[config.mk]
export PLATFORM = sky130hd
export DESIGN_NAME = unicode_escape_to_utf8
export DESIGN_NICKNAME = d
export VERILOG_FILES = /design/src/rtl/uesc_pkg.sv /design/src/rtl/unicode_escape_to_utf8.sv
export SDC_FILE = /design/constraint.sdc
export NUM_CORES = 1
export LEC_CHECK = 0
export ABC_AREA = 1
export BUFFER_PORTS_ARGS = -buffer_cell sky130_fd_sc_hd__buf_2
export CAP_MARGIN = 20
export CORE_MARGIN = 2
export CORE_UTILIZATION = 50
export CTS_BUF_LIST = sky130_fd_sc_hd__clkbuf_8
export CTS_CLUSTER_SIZE = 25
export DETAILED_ROUTE_END_ITERATION = 6
export GPL_ROUTABILITY_DRIVEN = 0
export HOLD_SLACK_MARGIN = 0.15
export PLACE_DENSITY = 0.71
export SLEW_MARGIN = 20
export SYNTH_ARGS = -nofsm -noshare
export SYNTH_HDL_FRONTEND = slang
export SYNTH_SLANG_ARGS = --single-unit
[constraint.sdc]
create_clock -name clk -period 8.31 [get_ports clk]
set_input_delay 0.831 -clock clk [delete_from_list [all_inputs] [get_ports clk]]
set_output_delay 0.831 -clock clk [all_outputs]
set_load 0.03 [all_outputs]
[src/rtl/uesc_pkg.sv]
`timescale 1ns / 1ps
// ----------------------------------------------------------------------------
// uesc_pkg
// Shared types, constants and character helpers for the backslash-u decoder.
// ----------------------------------------------------------------------------
package uesc_pkg;

  localparam int ESC_LEN  = 6;   // backslash, 'u', four hex digits
  localparam int LEN_W    = 3;   // holds 0..ESC_LEN
  localparam int CP_W     = 16;
  localparam int ADDR_W   = 3;
  localparam int DATA_W   = 32;

  localparam logic [7:0] CHAR_BSLASH = 8'h5C;
  localparam logic [7:0] CHAR_U      = 8'h75;

  // APB byte addresses
  localparam logic [ADDR_W-1:0] ADDR_SKIP_INVALID = 3'd0;

  // UTF-8 byte count codes
  localparam logic [1:0] ENC_LEN1 = 2'd1;
  localparam logic [1:0] ENC_LEN2 = 2'd2;
  localparam logic [1:0] ENC_LEN3 = 2'd3;

  typedef enum logic [1:0] {
    ST_IDLE,
    ST_SCAN,
    ST_ENC,
    ST_FLUSH
  } uesc_state_t;

  function automatic logic is_hex(input logic [7:0] c);
    is_hex = (c >= 8'h30 && c <= 8'h39) ||
             (c >= 8'h41 && c <= 8'h46) ||
             (c >= 8'h61 && c <= 8'h66);
  endfunction

  function automatic logic [3:0] hex_val(input logic [7:0] c);
    logic [7:0] v;
    begin
      if (c <= 8'h39) begin
        v = c - 8'h30;
      end else if (c <= 8'h46) begin
        v = c - 8'h37;
      end else begin
        v = c - 8'h57;
      end
      hex_val = v[3:0];
    end
  endfunction

  // Does byte c fit at position pos of an escape?
  function automatic logic fits_at(input logic [7:0] c, input int pos);
    if (pos == 0) begin
      fits_at = (c == CHAR_BSLASH);
    end else if (pos == 1) begin
      fits_at = (c == CHAR_U);
    end else begin
      fits_at = is_hex(c);
    end
  endfunction

endpackage

[src/rtl/unicode_escape_to_utf8.sv]
`timescale 1ns / 1ps
// ----------------------------------------------------------------------------
// unicode_escape_to_utf8
// Streaming decoder of backslash-u escapes into shortest-form UTF-8.
// ----------------------------------------------------------------------------
//
//  Channel  Direction  Handshake                 Payload
//  -------  ---------  ------------------------  ----------------------------------
//  in       input      in_valid / in_stall       in_byte, in_end_of_string
//  out      output     out_valid / out_stall     out_byte, out_end_of_run,
//                                                out_string_done
//  cfg      input      APB psel/penable/pready   skip_invalid at byte address 0
//
// A byte is taken in ST_IDLE, then the scanner runs; the input stalls until the
// byte is done. A byte that extends a held escape prefix goes from ST_SCAN back
// to ST_IDLE. A completed escape is encoded in ST_ENC, one UTF-8 byte at a time
// (1..3 bytes). On a failure, skip mode copies out and drops the first held byte
// and rescans the rest; stop mode flushes every held byte in ST_FLUSH, then
// passes the rest of the string through ST_FLUSH. Each emitted byte waits for
// the single output register, so out_stall holds the decoder. Reset (rst_n
// low, synchronous) clears control state and sets skip_invalid to 1.
//
module unicode_escape_to_utf8 (
  input  logic                           clk,
  input  logic                           rst_n,
  // input channel
  input  logic                           in_valid,
  output logic                           in_stall,
  input  logic [7:0]                     in_byte,
  input  logic                           in_end_of_string,
  // result channel
  output logic                           out_valid,
  input  logic                           out_stall,
  output logic [7:0]                     out_byte,
  output logic                           out_end_of_run,
  output logic                           out_string_done,
  // configuration
  input  logic                           psel,
  input  logic                           penable,
  input  logic                           pwrite,
  input  logic [uesc_pkg::ADDR_W-1:0]    paddr,
  input  logic [uesc_pkg::DATA_W-1:0]    pwdata,
  output logic [uesc_pkg::DATA_W-1:0]    prdata,
  output logic                           pready
);

  import uesc_pkg::*;

  // --------------------------------------------------------------------------
  // Registers
  // --------------------------------------------------------------------------
  uesc_state_t           state_r, state_nxt;
  logic [7:0]            buf_r [ESC_LEN];      // held bytes plus the new one
  logic [7:0]            buf_nxt [ESC_LEN];
  logic [LEN_W-1:0]      n_r, n_nxt;           // bytes in buf_r
  logic                  eos_r, eos_nxt;
  logic                  pass_r, pass_nxt;     // copy rest of string verbatim
  logic                  skip_r;
  logic [CP_W-1:0]       cp_r, cp_nxt;
  logic [1:0]            len_r, len_nxt;
  logic [1:0]            idx_r, idx_nxt;
  logic                  out_valid_r, out_valid_nxt;
  logic [7:0]            out_byte_r, out_byte_nxt;
  logic                  out_eor_r, out_eor_nxt;
  logic                  out_done_r, out_done_nxt;

  // --------------------------------------------------------------------------
  // Scan logic: per-position fit checks over the buffer, and over the buffer
  // shifted by one to look ahead at the next skip-mode iteration.
  // --------------------------------------------------------------------------
  logic [ESC_LEN-1:0]    fit_vec, in_rng;
  logic [ESC_LEN-2:0]    fit_sh, in_rng_sh;
  logic                  all_fit, all_fit_sh, full_esc;
  logic [CP_W-1:0]       cp_calc;
  logic                  accept, slot_free, emit_go;
  logic                  cfg_wr;
  logic [7:0]            enc_byte;

  always_comb begin
    for (int i = 0; i < ESC_LEN; i++) begin
      fit_vec[i] = fits_at(buf_r[i], i);
      in_rng[i]  = (LEN_W'(i) < n_r);
    end
    for (int i = 0; i < ESC_LEN - 1; i++) begin
      fit_sh[i]    = fits_at(buf_r[i+1], i);
      in_rng_sh[i] = (LEN_W'(i + 1) < n_r);
    end
  end

  assign all_fit    = &(fit_vec | ~in_rng);
  assign all_fit_sh = &(fit_sh | ~in_rng_sh);
  assign full_esc   = all_fit && (n_r == LEN_W'(ESC_LEN));
  assign cp_calc    = {hex_val(buf_r[2]), hex_val(buf_r[3]),
                       hex_val(buf_r[4]), hex_val(buf_r[5])};

  assign accept    = in_valid && !in_stall;
  assign slot_free = !out_valid_r || !out_stall;
  assign cfg_wr    = psel && penable && pwrite && pready;

  // Pick the UTF-8 byte for the current encode step.
  always_comb begin
    case (len_r)
      ENC_LEN1: enc_byte = cp_r[7:0];
      ENC_LEN2: enc_byte = (idx_r == 2'd0) ? {3'b110, cp_r[10:6]} : {2'b10, cp_r[5:0]};
      ENC_LEN3: begin
        case (idx_r)
          2'd0:    enc_byte = {4'b1110, cp_r[15:12]};
          2'd1:    enc_byte = {2'b10, cp_r[11:6]};
          default: enc_byte = {2'b10, cp_r[5:0]};
        endcase
      end
      default: enc_byte = cp_r[7:0];
    endcase
  end

  // --------------------------------------------------------------------------
  // Next state
  // --------------------------------------------------------------------------
  always_comb begin
    state_nxt = state_r;
    case (state_r)
      ST_IDLE: begin
        if (accept) begin
          state_nxt = pass_r ? ST_FLUSH : ST_SCAN;
        end
      end
      ST_SCAN: begin
        if (full_esc) begin
          state_nxt = ST_ENC;
        end else if (all_fit && !eos_r) begin
          state_nxt = ST_IDLE;
        end else if (skip_r) begin
          if (slot_free && n_r == LEN_W'(1)) begin
            state_nxt = ST_IDLE;
          end
        end else begin
          state_nxt = ST_FLUSH;
        end
      end
      ST_ENC: begin
        if (slot_free && idx_r == len_r - 2'd1) begin
          state_nxt = ST_IDLE;
        end
      end
      ST_FLUSH: begin
        if (slot_free && n_r == LEN_W'(1)) begin
          state_nxt = ST_IDLE;
        end
      end
      default: state_nxt = ST_IDLE;
    endcase
  end

  // --------------------------------------------------------------------------
  // Datapath and outputs
  // --------------------------------------------------------------------------
  always_comb begin
    for (int i = 0; i < ESC_LEN; i++) begin
      buf_nxt[i] = buf_r[i];
    end
    n_nxt         = n_r;
    eos_nxt       = eos_r;
    pass_nxt      = pass_r;
    cp_nxt        = cp_r;
    len_nxt       = len_r;
    idx_nxt       = idx_r;
    emit_go       = 1'b0;
    out_byte_nxt  = out_byte_r;
    out_eor_nxt   = out_eor_r;
    out_done_nxt  = out_done_r;

    case (state_r)
      ST_IDLE: begin
        if (accept) begin
          // append the new byte behind the held prefix
          for (int i = 0; i < ESC_LEN; i++) begin
            if (LEN_W'(i) == n_r) begin
              buf_nxt[i] = in_byte;
            end
          end
          n_nxt   = n_r + LEN_W'(1);
          eos_nxt = in_end_of_string;
        end
      end
      ST_SCAN: begin
        if (full_esc) begin
          cp_nxt  = cp_calc;
          idx_nxt = 2'd0;
          if (cp_calc < CP_W'(16'h0080)) begin
            len_nxt = ENC_LEN1;
          end else if (cp_calc < CP_W'(16'h0800)) begin
            len_nxt = ENC_LEN2;
          end else begin
            len_nxt = ENC_LEN3;
          end
        end else if (all_fit && !eos_r) begin
          // hold the prefix for the next byte
          n_nxt = n_r;
        end else if (skip_r) begin
          if (slot_free) begin
            // copy the first byte, drop it and rescan the rest
            emit_go      = 1'b1;
            out_byte_nxt = buf_r[0];
            out_eor_nxt  = (n_r == LEN_W'(1)) || (all_fit_sh && !eos_r);
            out_done_nxt = eos_r && (n_r == LEN_W'(1));
            for (int i = 0; i < ESC_LEN - 1; i++) begin
              buf_nxt[i] = buf_r[i+1];
            end
            n_nxt = n_r - LEN_W'(1);
          end
        end
      end
      ST_ENC: begin
        if (slot_free) begin
          emit_go      = 1'b1;
          out_byte_nxt = enc_byte;
          out_eor_nxt  = (idx_r == len_r - 2'd1);
          out_done_nxt = eos_r && (idx_r == len_r - 2'd1);
          idx_nxt      = idx_r + 2'd1;
          if (idx_r == len_r - 2'd1) begin
            n_nxt = '0;
          end
        end
      end
      ST_FLUSH: begin
        if (slot_free) begin
          // copy everything held, then pass the rest of the string through
          emit_go      = 1'b1;
          out_byte_nxt = buf_r[0];
          out_eor_nxt  = (n_r == LEN_W'(1));
          out_done_nxt = eos_r && (n_r == LEN_W'(1));
          for (int i = 0; i < ESC_LEN - 1; i++) begin
            buf_nxt[i] = buf_r[i+1];
          end
          n_nxt = n_r - LEN_W'(1);
          if (n_r == LEN_W'(1)) begin
            pass_nxt = 1'b1;
          end
        end
      end
      default: begin
        n_nxt = '0;
      end
    endcase

    // string end drops any held state
    if (state_r != ST_IDLE && state_nxt == ST_IDLE && eos_r) begin
      n_nxt    = '0;
      pass_nxt = 1'b0;
    end

    if (emit_go) begin
      out_valid_nxt = 1'b1;
    end else if (!out_stall) begin
      out_valid_nxt = 1'b0;
    end else begin
      out_valid_nxt = out_valid_r;
    end
  end

  // --------------------------------------------------------------------------
  // Registers
  // --------------------------------------------------------------------------
  always_ff @(posedge clk) begin
    if (!rst_n) begin
      state_r     <= ST_IDLE;
      n_r         <= '0;
      pass_r      <= 1'b0;
      skip_r      <= 1'b1;
      out_valid_r <= 1'b0;
    end else begin
      state_r     <= state_nxt;
      n_r         <= n_nxt;
      pass_r      <= pass_nxt;
      out_valid_r <= out_valid_nxt;
      if (cfg_wr && paddr == ADDR_SKIP_INVALID) begin
        skip_r <= pwdata[0];
      end
    end
  end

  always_ff @(posedge clk) begin
    for (int i = 0; i < ESC_LEN; i++) begin
      buf_r[i] <= buf_nxt[i];
    end
    eos_r      <= eos_nxt;
    cp_r       <= cp_nxt;
    len_r      <= len_nxt;
    idx_r      <= idx_nxt;
    out_byte_r <= out_byte_nxt;
    out_eor_r  <= out_eor_nxt;
    out_done_r <= out_done_nxt;
  end

  // --------------------------------------------------------------------------
  // Ports
  // --------------------------------------------------------------------------
  assign in_stall        = (state_r != ST_IDLE);
  assign out_valid       = out_valid_r;
  assign out_byte        = out_byte_r;
  assign out_end_of_run  = out_eor_r;
  assign out_string_done = out_done_r;
  assign pready          = 1'b1;
  assign prdata          = (paddr == ADDR_SKIP_INVALID) ?
                           {{(DATA_W-1){1'b0}}, skip_r} : '0;

endmodule
==> summary.txt, run 1 <==
Outcome
  • Status: completed

Yosys
  • Ys flop type: edfxtp_1
  • Post-synth top area share: 46.24%
  • Netlist Area Pre-Place: 0.005130 mm2
  • Fraction of registers with async set or reset after synthesis: 0%
  • Leading area contributor after synthesis: edfxtp_1
  • Post-synth cell types: 35
  • Synthesized flop and latch total: 87
  • Register area share after synthesis: 49.37%
  • Ys Warns: 0
  • Post-synthesis cell count: 588
  • Synth cell count leaders: nand2_1 (148), inv_1 (87), edfxtp_1 (79)
  • Avg Cell Area, Syn: 8.724 um2
  • Most common cell in the netlist: nand2_1
  • Post-synth EDFFs: 79
  • Synth top area cells: edfxtp_1 (46%), nand2_1 (11%), inv_1 (6.4%)

STA
  • Worst slew pin tran: 1028 ps
  • Skew final: 12.01 ps
  • Endpoints failing setup: 0
  • Minimum clock period: 3366 ps
  • RSZ-0062 raised after global routing: false
  • Setup ws final: 4944 ps
  • Fmax: 297.1 MHz
  • Hold WS: 564.2 ps
  • Number of hold violations in the final report: 0
  • Slew margin rel.: 31.44%
  • Count of final max-slew check failures: 0
  • Final setup TNS: 0 ps
  • Fin crit share: 40.50%

Routing
  • Met2 routed WL: 5265 um
  • Starting DRT DRC Count: 227
  • Via density: 5.210
  • Top sig layer: met4
  • Total Wirelength: 10,870 um
  • Wire per inst: 14.27 um
  • WL met3: 566 um
  • Post-route ant nets: 0
  • DR pass1 iterations: 5
  • DRT met1 WL: 4659 um
  • DRC viols: 0
  • Vias: 3,970

Setup path
  • Critical Path Fanout Max: 19
  • CP endpoint kind: flip-flop
  • Worst R2R End: buf_r[0][5]
  • Critical path type: flip-flop to flip-flop
  • Crit path to: buf_r[0][5]
  • Worst r2r path cells: 15
  • Critical path launch point: n_r[1]
  • Setup crit start kind: flip-flop
  • FF-to-FF setup slack: 4940 ps
  • Crit path DAT: 3370 ps
  • Worst reg2reg path startpoint: n_r[1]
  • Worst Path Required: 8310 ps

Global routing
  • Overall global routing resource usage: 19.97%
  • Largest net degree at the start of global routing: 39
  • Grt total ovfl: 0
  • Number of global-route vias before repair: 3,774
  • First-pass GRT wire length: 17,290 um
  • Initial antenna violation count: 0

Floorplanning
  • Die Ht: 105.3 um
  • Die Wd: 105.3 um
  • Initial core utilization: 52.00%
  • # rows: 36
  • Io pins: 96
  • Die area: 0.01109 mm2
  • Core ar.: 0.009864 mm2

Worst hold path
  • Hold WC Path Type: flip-flop to flip-flop
  • Worst hold path cell count: 2

Flow run
  • # Max-Cap Violations: 0

Clocking
  • TritonCTS Buffers: 9
  • Clk sinks: 87
  • Clk_lat worst skew: 370 ps
  • H-tree Lvls: 3
  • CTS tree: yes
  • Clock buffer depth: 2
  • # hold bufs at CTS: 0
  • Root Buffer: clkbuf_8
  • Worst-path clk slew: 90 ps
  • Post-CTS setup buffers: 0
  • Post-CTS sizing: 0

Finish
  • Area Growth Syn to Fin: 7.976%
  • ANT cells: 0
  • Nets: 697
  • Final std cells w/o fill: 762
  • Final core occ: 56.15%
  • Fraction of layout cells with a size suffix above 1: 11.29%

Placed design
  • # placed instances: 745
  • I/O Buffers: 32
  • Pre-CTS WS: 4677 ps
  • Detailed Place HPWL: 8373 um

Power
  • Worst VDD drop: 0.1489 mV
  • Pleak: 2.530 nW
  • Power Density: 272.4 mW/mm2
-- cells by family after synthesis --
family,count (synthesis),synth area share [%]
adder cells (fa/ha/maj),22,5.366
AND/OR/NAND/NOR,246,20.51
flip-flops,87,49.37
AO/OA/AOI/OAI,82,9.561
buffers and inverters,133,12.32
other,2,0.1464
XOR/XNOR,16,2.732
-- final cells by class --
type,count,area (um2)
clock buffer,9,123.9
clock inverter,7,98.84
fill,859,4325
inverter,93,349.1
multi-input combinational,398,2078
sequential,87,2532
tap,133,166.4
timing repair buffer,35,190.2
-- through the flow --
| stage | area, um2 | power [mW] |
|---|---|---|
| after global routing | 5539 | 1.604 |
| final | 5539 | 1.509 |
| after floorplan | 5243 | 1.071 |
| after global placement | 5301 | 1.164 |
| after detailed placement | 5301 | 1.178 |
| after CTS | 5524 | 1.505 |
-- critical path, stage by stage (launching register included) --
cell and delay [ps]:
dfxtp_1 510, inv_1 180, ha_1 220, inv_1 50, nor2_1 60, a21oi_2 170, nand2_1 70, nand2_1 70
inv_2 40, nand3_2 80, nor2_4 50, nand3_2 100, inv_1 330, nor2_1 220, nand4_2 170, a21oi_1 670
-- power breakdown --
part | internal [mW] | total, mW | leakage (nW) | switching (mW)
sequential | 0.610 | 0.673 | 0.800 | 0.0632
clock | 0.171 | 0.329 | 0.109 | 0.159
combinational | 0.157 | 0.506 | 1.62 | 0.349
total | 0.938 | 1.51 | 2.53 | 0.571
-- routing by layer --
| layer | up-vias | GRT usage [%] |
|---|---|---|
| met1 | 1837 | 24.49 |
| met4 | 0 | 10.76 |
| met5 | - | 0 |
| li1 | 1936 | - |
| met2 | 158 | 33.59 |
| met3 | 39 | 3.340 |
-- how the worst min path moves through the flow --
stage	slack, ps	start	to
floorplan	480	skip_r	skip_r
global placement	530	skip_r	skip_r
detailed placement	540	buf_r[1][6]	buf_r[0][6]
CTS	560	skip_r	skip_r
global route	590	buf_r[4][5]	buf_r[3][5]
finish	560	skip_r	skip_r
-- cell usage in the layout (no fill, tap or decap), types with 3 or more instances in the layout --
master | Yosys | final
a21oi_1 | 16 | 16
nand3_2 | 7 | 7
nand4_1 | 7 | 7
nand3_1 | 22 | 22
o41ai_1 | 3 | 3
o22ai_1 | 4 | 4
nor3_1 | 3 | 3
clkbuf_8 | 0 | 9
edfxtp_1 | 79 | 79
ha_1 | 22 | 22
inv_2 | 4 | 4
nor2_1 | 49 | 49
buf_2 | 1 | 32
a41oi_1 | 4 | 4
xnor2_1 | 3 | 3
inv_1 | 87 | 88
o211ai_1 | 6 | 6
nand2_2 | 4 | 4
conb_1 | 2 | 32
xor2_1 | 13 | 13
nand2_1 | 148 | 148
dfxtp_1 | 8 | 8
o21ai_0 | 43 | 43
-- state kept, by name, indices dropped and copies added, names as in the netlist --
register and cells:
out_end_of_run 1, len_r 2, out_valid 1, eos_r 1, idx_r 2, cp_r 16, out_byte 8, skip_r 1
out_string_done 1, state_r 2, pass_r 1, n_r 3, buf_r 48
Power figures use the tool's default switching activity.
==> inputs of run 2 (changes only) <==
PLACE_DENSITY = 0.74   (was 0.71)
clock period = 2.85 ns   (was 8.31 ns; I/O delays follow)
==> run 2 against run 1 <==
First-iteration DRC count up 92%. Combinational power rose to 3.1 times the previous value. Cell count up 2.6%. Register-to-register slack worse by 4600 ps. Critical path type unchanged. Largest cell class unchanged. Largest power group unchanged. Highest routed layer unchanged.
==> summary.txt, run 2 (same netlist as run 1, synthesis figures left out) <==
Finish
  • Biggest register: buf_r
  • Reg area: 0.002532 mm2
  • Max reg flops: 48
  • Most frequent cells in the layout: nand2_1 (148), inv_1 (87), edfxtp_1 (79)
  • Area Growth Syn to Fin: 10.83%
  • Fill count: 870
  • Nets: 717
  • Multi-input logic area: 0.002078 mm2
  • Most common cell after layout, fill and taps aside: nand2_1
  • Fraction of layout cells with a size suffix above 1: 12.79%
  • ANT cells: 0

STA
  • RSZ-0062 raised after global routing: false
  • Setup ws final: 342.6 ps
  • Fin crit share: 87.98%
  • Count of final max-slew check failures: 0
  • Minimum clock period: 2507 ps
  • Final setup TNS: 0 ps
  • Skew final: 14.26 ps
  • Number of hold violations in the final report: 0
  • Fmax: 398.8 MHz
  • Endpoints failing setup: 0

Routing
  • Starting DRT DRC Count: 435
  • Post-route ant nets: 0
  • Vias: 4,048
  • DRC viols: 0
  • DR pass1 iterations: 5
  • Via density: 5.176
  • Total Wirelength: 11,260 um
  • Wire per inst: 14.40 um

Floorplanning
  • Die Wd: 105.3 um
  • Die area: 0.01109 mm2
  • Core ar.: 0.009864 mm2
  • Initial core utilization: 52.00%
  • # rows: 36
  • Io pins: 96
  • Die Ht: 105.3 um

Clocking
  • Clock buffer depth: 2
  • Post-CTS setup buffers: 0
  • Root Buffer: clkbuf_8
  • Post-CTS sizing: 0
  • # hold bufs at CTS: 9
  • H-tree Lvls: 3
  • CTS tree: yes
  • Clk_lat worst skew: 370 ps
  • Clk sinks: 87
  • Worst-path clk slew: 100 ps
  • TritonCTS Buffers: 9

Power
  • Pleak: 2.609 nW
  • Worst VDD drop: 0.4627 mV
  • Power Density: 775.6 mW/mm2

Placed design
  • Detailed Place HPWL: 8421 um
  • Pre-CTS WS: 371.3 ps
  • I/O Buffers: 32

Outcome
  • Status: completed

Setup path
  • Critical path buffers and inverters: 3
  • Crit-path slowest cell: edfxtp_1
  • Crit path DAT: 2590 ps
  • Worst Path Required: 2930 ps
  • Setup crit start kind: flip-flop
  • Critical path's most frequent cell: nand2_1
  • Critical path type: flip-flop to flip-flop
  • CP endpoint kind: flip-flop
  • Critical path cell sequence: inv_1 -> ha_1 -> nor2_1 -> nand2_1 -> nand2_1 -> nor2_1 -> nand2_1 -> nand2_1 -> nand3_2 -> nor2_4 -> nand3_2 -> inv_1 -> nor2_1 -> nand4_2 -> a21oi_1 -> buf_4
  • Critical Path Fanout Max: 8
  • CP peak stage delay: 450 ps
  • Delay-heaviest family, CP: simple AND/OR/NAND/NOR gates

Global routing
  • Grt total ovfl: 0
  • Initial antenna violation count: 0
  • First-pass GRT wire length: 17,970 um
  • Number of global-route vias before repair: 3,782
  • Overall global routing resource usage: 20.88%
  • Largest net degree at the start of global routing: 38

Worst hold path
  • Hold WC Path Type: primary input to flip-flop

Flow run
  • # Max-Cap Violations: 0
==> run 2: cell count changes in the layout (fill, tap and decap cells not counted) <==
cell | previous run | this run
inv_8 | 1 | 0
inv_1 | 88 | 87
buf_4 | 2 | 14
inv_6 | 0 | 2
clkinv_4 | 1 | 2
bufinv_16 | 2 | 1
dlygate4sd3_1 | 0 | 9
buf_8 | 1 | 0
==> run 2: cell type report <==
cell class                 count  area share [%]
timing repair buffer          55           6.250
tap                          133           2.927
sequential                    87           44.54
multi-input combinational    398           36.55
inverter                      93           6.140
clock inverter                 7           1.408
clock buffer                   9           2.179
==> run 2: routing by layer <==
metal / vias up / global-route usage [%] / part of all wire [%]
met2: 169 / 34.10 / 48
met5: - / 0 / 0
met3: 41 / 2.474 / 6.4
met1: 1864 / 26.51 / 41
met4: 0 / 12.76 / 4.5
li1: 1974 / - / -
==> run 2: metrics by stage <==
stage	hold WS, ps	instances	area, um2	utilization [%]	total power, mW
after floorplan	383.9	618	5243	-	3.123
final	160.5	782	5685	57.64	4.410
after global routing	191.1	782	5685	57.64	4.701
after detailed placement	464.0	757	5391	54.66	3.508
after CTS	156.5	782	5685	57.64	4.409
after global placement	463.4	757	5391	54.66	3.457
==> run 2: worst reg2reg max path, cell delays in order, from the launching register on <==
cell and delay, ps:
edfxtp_1 450, inv_1 90, ha_1 230, nor2_1 130, nand2_1 70, nand2_1 60
nor2_1 40, nand2_1 70, nand2_1 80, nand3_2 110, nor2_4 40, nand3_2 100
inv_1 80, nor2_1 120, nand4_2 160, a21oi_1 200, buf_4 200
==> run 2: path summary, 6_finish.rpt <==
| path | start | to | slack (ps) | cells past startpoint |
|---|---|---|---|---|
| worst max-delay path | buf_r[2][0] | buf_r[0][0] | 340 | 16 |
| worst min-delay path | pwdata[0] | skip_r | 160 | 3 |
| worst max register to register | buf_r[2][0] | buf_r[0][0] | 340 | 16 |
| worst min register to register | skip_r | skip_r | 550 | 2 |
==> run 2: power breakdown <==
part	internal [mW]	total (mW)	switching, mW
Combinational	0.514	1.58	1.06
Sequential	1.77	1.93	0.161
Clock	0.414	0.897	0.483
Total	2.70	4.41	1.71
